**src/rtl/core/drt_pkg.sv**
```systemverilog
// Shared types and codes for the damage rectangle tracker.
`default_nettype none
package drt_pkg;

	typedef enum logic [1:0] {
		OP_ADD   = 2'd0,
		OP_CLEAR = 2'd1,
		OP_QUERY = 2'd2
	} op_t;

	typedef enum logic [1:0] {
		ST_DONE  = 2'd0,
		ST_EMPTY = 2'd1,
		ST_FULL  = 2'd2
	} status_t;

	typedef enum logic [2:0] {
		S_IDLE,
		S_EXEC,
		S_SCAN,
		S_DRAIN,
		S_RESP
	} state_t;

	typedef struct packed {
		logic load;
		logic exec;
		logic scan;
	} cmd_t;

	typedef struct packed {
		logic scan_need;
		logic last;
	} stat_t;

endpackage
`default_nettype wire

```
**src/rtl/core/damage_rect_tracker.sv**
```systemverilog
// Top level of the damage rectangle tracker.
// Add, clear, unknown operations, and a query on an empty list or with overflow set:
// done strobes in RESP, reached through EXEC after accept, busy drops the cycle after; start is taken only in IDLE.
// Other queries: done strobes in RESP, reached through EXEC, SCAN and DRAIN; SCAN reads the n stored entries one per
// cycle from the single-port rectangle store; start is taken again only in IDLE.
// Results cannot be stalled. Asynchronous reset empties the list and clears overflow.
`default_nettype none
module damage_rect_tracker #(
	parameter int MAX_RECTS = 16
) (
	input  wire logic               clk,
	input  wire logic               arst_n,
	input  wire logic               start,
	output logic                    busy,
	input  wire logic [1:0]         operation,
	input  wire logic signed [15:0] rect_x,
	input  wire logic signed [15:0] rect_y,
	input  wire logic [15:0]        rect_w,
	input  wire logic [15:0]        rect_h,
	output logic                    done,
	output logic                    hit,
	output logic [1:0]              status,
	output logic [4:0]              entries
);

	drt_pkg::cmd_t  cmd;
	drt_pkg::stat_t stat;

	drt_ctrl u_ctrl (
		.clk    (clk),
		.arst_n (arst_n),
		.start  (start),
		.stat   (stat),
		.cmd    (cmd),
		.busy   (busy),
		.done   (done)
	);

	drt_dp #(
		.MAX_RECTS (MAX_RECTS)
	) u_dp (
		.clk       (clk),
		.arst_n    (arst_n),
		.cmd       (cmd),
		.operation (operation),
		.rect_x    (rect_x),
		.rect_y    (rect_y),
		.rect_w    (rect_w),
		.rect_h    (rect_h),
		.stat      (stat),
		.hit       (hit),
		.status    (status),
		.entries   (entries)
	);

endmodule
`default_nettype wire

```
**src/rtl/core/drt_ctrl.sv**
```systemverilog
// Controller state machine for the damage rectangle tracker.
`default_nettype none
module drt_ctrl (
	input  wire logic          clk,
	input  wire logic          arst_n,
	input  wire logic          start,
	input  wire drt_pkg::stat_t stat,
	output drt_pkg::cmd_t      cmd,
	output logic               busy,
	output logic               done
);

	drt_pkg::state_t state_q;
	drt_pkg::state_t state_nxt;

	always_ff @(posedge clk or negedge arst_n) begin
		if (!arst_n) begin
			state_q <= drt_pkg::S_IDLE;
		end else begin
			state_q <= state_nxt;
		end
	end

	always_comb begin
		state_nxt = state_q;
		unique case (state_q)
			drt_pkg::S_IDLE: begin
				if (start) begin
					state_nxt = drt_pkg::S_EXEC;
				end
			end
			drt_pkg::S_EXEC: begin
				state_nxt = stat.scan_need ? drt_pkg::S_SCAN : drt_pkg::S_RESP;
			end
			drt_pkg::S_SCAN: begin
				if (stat.last) begin
					state_nxt = drt_pkg::S_DRAIN;
				end
			end
			drt_pkg::S_DRAIN: begin
				state_nxt = drt_pkg::S_RESP;
			end
			drt_pkg::S_RESP: begin
				state_nxt = drt_pkg::S_IDLE;
			end
			default: begin
				state_nxt = drt_pkg::S_IDLE;
			end
		endcase
	end

	always_comb begin
		cmd.load = (state_q == drt_pkg::S_IDLE) && start;
		cmd.exec = (state_q == drt_pkg::S_EXEC);
		cmd.scan = (state_q == drt_pkg::S_SCAN);
		busy     = (state_q != drt_pkg::S_IDLE);
		done     = (state_q == drt_pkg::S_RESP);
	end

endmodule
`default_nettype wire

```
**src/rtl/core/drt_dp.sv**
```systemverilog
// Datapath of the damage rectangle tracker: rectangle store, count and overlap test.
`default_nettype none
module drt_dp #(
	parameter int MAX_RECTS = 16
) (
	input  wire logic                 clk,
	input  wire logic                 arst_n,
	input  wire drt_pkg::cmd_t        cmd,
	input  wire logic [1:0]           operation,
	input  wire logic signed [15:0]   rect_x,
	input  wire logic signed [15:0]   rect_y,
	input  wire logic [15:0]          rect_w,
	input  wire logic [15:0]          rect_h,
	output drt_pkg::stat_t            stat,
	output logic                      hit,
	output logic [1:0]                status,
	output logic [4:0]                entries
);

	localparam int CW = $clog2(MAX_RECTS + 1);
	localparam int IW = (MAX_RECTS > 1) ? $clog2(MAX_RECTS) : 1;

	logic [63:0]        mem [0:MAX_RECTS-1];
	logic [63:0]        rd_s1;
	logic               valid_s1;

	drt_pkg::op_t       op_q;
	logic signed [15:0] x_q;
	logic signed [15:0] y_q;
	logic [15:0]        w_q;
	logic [15:0]        h_q;

	logic [CW-1:0]      count_q;
	logic               ovf_q;
	logic [IW-1:0]      idx_q;
	logic               hit_q;
	drt_pkg::status_t   status_q;

	logic               empty_add;
	logic               full;
	logic               wr_en;
	logic [CW+4:0]      count_ext;

	logic signed [17:0] qx, qy, qr, qb;
	logic signed [17:0] sx, sy, sr, sb;
	logic               overlap;

	assign empty_add = (w_q == 16'd0) || (h_q == 16'd0);
	assign full      = (count_q >= CW'(MAX_RECTS));
	assign wr_en     = cmd.exec && (op_q == drt_pkg::OP_ADD) && !empty_add && !full;

	always_ff @(posedge clk) begin
		if (cmd.load) begin
			op_q <= drt_pkg::op_t'(operation);
			x_q  <= rect_x;
			y_q  <= rect_y;
			w_q  <= rect_w;
			h_q  <= rect_h;
		end
	end

	always_ff @(posedge clk) begin
		if (wr_en) begin
			mem[count_q[IW-1:0]] <= {x_q, y_q, w_q, h_q};
		end
		if (cmd.scan) begin
			rd_s1 <= mem[idx_q];
		end
	end

	always_comb begin
		qx = 18'(x_q);
		qy = 18'(y_q);
		qr = qx + $signed({2'b00, w_q});
		qb = qy + $signed({2'b00, h_q});
		sx = 18'($signed(rd_s1[63:48]));
		sy = 18'($signed(rd_s1[47:32]));
		sr = sx + $signed({2'b00, rd_s1[31:16]});
		sb = sy + $signed({2'b00, rd_s1[15:0]});
		overlap = !((sx >= qr) || (sr <= qx) || (sy >= qb) || (sb <= qy));
	end

	always_ff @(posedge clk or negedge arst_n) begin
		if (!arst_n) begin
			count_q  <= '0;
			ovf_q    <= 1'b0;
			idx_q    <= '0;
			valid_s1 <= 1'b0;
			hit_q    <= 1'b0;
			status_q <= drt_pkg::ST_DONE;
		end else begin
			valid_s1 <= cmd.scan;
			if (cmd.exec) begin
				idx_q <= '0;
				unique case (op_q)
					drt_pkg::OP_ADD: begin
						hit_q <= 1'b0;
						if (empty_add) begin
							status_q <= drt_pkg::ST_EMPTY;
						end else if (full) begin
							ovf_q    <= 1'b1;
							status_q <= drt_pkg::ST_FULL;
						end else begin
							count_q  <= count_q + CW'(1);
							status_q <= drt_pkg::ST_DONE;
						end
					end
					drt_pkg::OP_CLEAR: begin
						count_q  <= '0;
						ovf_q    <= 1'b0;
						hit_q    <= 1'b0;
						status_q <= drt_pkg::ST_DONE;
					end
					drt_pkg::OP_QUERY: begin
						hit_q    <= ovf_q;
						status_q <= drt_pkg::ST_DONE;
					end
					default: begin
						hit_q    <= 1'b0;
						status_q <= drt_pkg::ST_DONE;
					end
				endcase
			end else if (cmd.scan) begin
				idx_q <= idx_q + IW'(1);
			end
			if (!cmd.exec && valid_s1 && overlap) begin
				hit_q <= 1'b1;
			end
		end
	end

	assign stat.scan_need = (op_q == drt_pkg::OP_QUERY) && !ovf_q && (count_q != '0);
	assign stat.last      = (CW'(idx_q) + CW'(1)) == count_q;

	assign count_ext = {5'b00000, count_q};
	assign hit       = hit_q;
	assign status    = status_q;
	assign entries   = count_ext[4:0];

endmodule
`default_nettype wire
```
**config.mk**
```make
export PLATFORM = sky130hd
export DESIGN_NAME = damage_rect_tracker
export DESIGN_NICKNAME = d
export VERILOG_FILES = /design/src/rtl/core/drt_pkg.sv /design/src/rtl/core/damage_rect_tracker.sv /design/src/rtl/core/drt_ctrl.sv /design/src/rtl/core/drt_dp.sv
export SDC_FILE = /design/constraint.sdc
export NUM_CORES = 1
export LEC_CHECK = 0
export BUFFER_PORTS_ARGS = -buffer_cell sky130_fd_sc_hd__buf_2
export CORE_MARGIN = 2
export CORE_UTILIZATION = 25
export CTS_CLUSTER_DIAMETER = 100
export DETAILED_ROUTE_END_ITERATION = 10
export GPL_TIMING_DRIVEN = 0
export PLACE_DENSITY = 0.39
export SYNTH_ARGS = -nofsm -noshare
export SYNTH_HDL_FRONTEND = slang
export SYNTH_SLANG_ARGS = --single-unit
export TNS_END_PERCENT = 10
```
**constraint.sdc**
```tcl
create_clock -name clk -period 20.1 [get_ports clk]
set_input_delay 2.01 -clock clk [delete_from_list [all_inputs] [get_ports clk]]
set_output_delay 2.01 -clock clk [all_outputs]
set_load 0.01 [all_outputs]
```
==> out/summary.txt <==
Status: complete, no violations
FF+latch count, synth: 1,171
Final Net Count: 3,346
Global route total overflow: 0
Die area: 0.198 mm^2
Clk Latency, worst-skew pair: 0.79 ns
ANT nets after route: 0
WL per Instance: 26.3 um
Placed Area: 0.0536 mm^2
Worst hold stages: 2
Post-synthesis sequential area ratio: 0.721
Post-synth top area cell: edfxtp_1
RSZ-0062 raised after global routing: false
Syn nets: 3,019
IO buf count: 78
GRT Overall Usage: 0.153
CP endpoint kind: register
Initial Util: 0.252
Min-Delay Endpoint: u_dp.status[1]$_DFFE_PN0P_
Vias in the first global route: 27,200
Synth area leaders: edfxtp_1, mux4_2, mux2i_1, ha_1, o21ai_0
Top_reg_cell synth: edfxtp_1
Cell area after layout: 0.0579 mm^2
Most common cell after layout, fill and taps aside: edfxtp_1
Starting DRC count in detailed routing: 2,020
Slew headroom: 0.0672
WS Path Type: register to register
Postcts setup bufs: 0
Core ar.: 0.193 mm^2
R2R Setup Slk: 14.96 ns
Post-layout util: 0.300
Uppermost routed layer: met4
Met1 wire length: 69.8 mm
Min-delay src: u_dp.status[1]$_DFFE_PN0P_
PnR worst setup slack: 14.96 ns
Adder-cell share of the synthesized area: 0.0389
Via Count: 26,600
Total negative slack: 0 ns
Drt pass-1 iters: 5
Non-Filler Instances: 5,753
Worst-path clk slew: 0.06 ns
Area Overhead vs Synth: 19.0%
Power Density: 122 mW/mm^2
Mapped cell area: 0.0487 mm^2
Fin crit period: 5.14 ns
Worst r2r path cells: 17
Critical R2R Capture: u_dp.hit$_DFFE_PN0P_
Io pins: 79
Yosys cell types: 66
Final worst-path cycle share: 0.256
Hold WC Path Type: register to register
Peak VDD IR: 0.0000795 V
DIE WIDTH: 445 um
DP Cell Count: 5,515
Worst-case clock buffer depth: 3
Initial antenna violation count: 8
Die Ht: 445 um
Pre-CTS WS: 14.78 ns
Drc violations: 0
Largest net degree at the start of global routing: 42
Clock Skews: 0.0333 ns
Critical Path RT: 20.71 ns
Max Slew Vio Count: 0
First-pass GRT wire length: 214 mm
Achievable Freq: 194 MHz
Compound-gate portion of the synthesized area: 0.0697
Synth warn: 0
Crit-path max FO: 18
Final setup viols: 0
Crit Reg-Reg Startpoint: u_dp.w_q[0]$_DFFE_PP_
CTS sink cnt: 1,171
Final WL: 151 mm
CTS tree: done
Number of vias per cell: 4.62
Share of cells above drive strength 1: 0.193
Global placer's final weighted congestion: 0.852
Worst Tran Pin Value: 1.40 ns
Metal3 WL: 4.99 mm
Syn Area/Cell: 17.4 um^2
Post-CTS sizing: 0
Yosys top cell area share: 0.712
Post-synthesis simple-gate area fraction: 0.0289
CTS Buf Count: 137
Largest family of logic cells by synthesized area: multiplexers
Commonest cells after routing, fill and taps aside: edfxtp_1, mux2i_1, o21ai_0, ha_1, clkbuf_16
Syn Inst Count: 2,801
XOR/XNOR share of the synthesized area: 0.0112
Synth async-reset ratio: 0.0145
CTS HTree Levels: 4
Leakage: 18.8 nW
DPL Wire Length: 108 mm
Mux contribution to synthesized area: 0.114
Post-synth EDFFs: 1,154
Startpoint types: register
Final Hold Viols: 0
Worst EP arrival: 5.76 ns
Maxcap violations: 0
Fill cells: 19,000
Clock root cell: clkbuf_16
# hold bufs at CTS: 0
Site Rows: 161
DR WL met2: 73.4 mm
-- layout make-up --
cell class | count | area (um^2) | area share
Sequential cell | 1171 | 35100 | 0.606
Multi-Input combinational cell | 1429 | 12900 | 0.223
Clock buffer | 165 | 3610 | 0.0623
Tap cell | 2526 | 3160 | 0.0546
Timing Repair Buffer | 188 | 1630 | 0.0282
Clock inverter | 70 | 742 | 0.0128
Buffer | 117 | 475 | 0.00821
Inverter | 84 | 318 | 0.00549
Antenna cell | 3 | 7.51 | 0.000130
-- synthesized netlist by cell type, drive strengths merged (7+ instances only) --
cell	instances
nor2b	12
o21a	13
o31ai	7
nor2	71
a31oi	7
nor4	19
clkbuf	70
a22oi	64
mux4	128
nand2	101
xor2	20
mux2	65
xnor2	42
nor3	17
inv	84
dfrtp	17
edfxtp	1154
nand4	19
nand2b	8
a21o	26
buf	47
a221oi	67
nand3	17
ha	145
o21ai	174
a21oi	133
mux2i	194
-- flip-flops by register name, indices dropped and copies added (netlist names), 4 cells and up --
name,count
u_dp.rd_s1,64
u_dp.w_q,16
u_dp.entries,5
u_dp.y_q,16
u_dp.idx_q,4
u_dp.mem,1024
u_dp.x_q,16
u_dp.h_q,16
-- kinds of logic after synthesis --
family                   count (synthesis)
flip-flops                            1171
AO/OA/AOI/OAI                          537
multiplexers                           387
AND/OR/NAND/NOR                        294
buffers and inverters                  201
adder cells (fa/ha/maj)                149
XOR/XNOR                                62
-- metal layers --
layer,vias to the layer above,track usage
li1,12000,-
met1,14000,0.208
met2,484,0.256
met3,147,0.0205
met4,0,0.0386
met5,-,0
-- per-stage QoR --
stage               total power, mW  hold slack, ns
floorplan                      4.09           0.482
global placement               4.74           0.492
detailed placement             4.74           0.486
CTS                            7.18           0.506
global route                   7.41           0.562
finish                         7.06           0.503
-- worst max-delay path: stages, from the launching register on --
cell and delay [ns]:
edfxtp_1 0.76, ha_1 0.42, fa_1 0.41, a21o_1 0.19, a21oi_1 0.27, o21ai_0 0.18, a31oi_1 0.29, o21bai_1 0.10
a21oi_1 0.17, xor2_1 0.18, ha_1 0.25, nand4_1 0.13, nor4_1 0.10, a32oi_1 0.28, o31ai_1 0.15, nor4_1 0.36
o221ai_1 0.24, o31ai_1 0.48
-- where the power goes --
| group | internal, mW | total [mW] | switching [mW] |
|---|---|---|---|
| logic | 0.611 | 1.47 | 0.855 |
| clock network | 1.38 | 2.42 | 1.04 |
| registers | 2.93 | 3.18 | 0.246 |
| total | 4.92 | 7.06 | 2.14 |
-- worst max path at each step --
stage                                 from                   endpoint  slack [ns]
detailed placement   u_dp.w_q[0]$_DFFE_PP_       u_dp.hit$_DFFE_PN0P_       14.78
finish               u_dp.w_q[0]$_DFFE_PP_       u_dp.hit$_DFFE_PN0P_       14.96
global route         u_dp.w_q[0]$_DFFE_PP_       u_dp.hit$_DFFE_PN0P_       14.63
CTS                  u_dp.w_q[0]$_DFFE_PP_       u_dp.hit$_DFFE_PN0P_       14.78
floorplan            u_dp.w_q[1]$_DFFE_PP_   u_dp.mem[0][0]$_DFFE_PP_       11.94
global placement    u_dp.w_q[15]$_DFFE_PP_  u_dp.mem[0][35]$_DFFE_PP_        0.32
(Power assumes the default switching activity.)
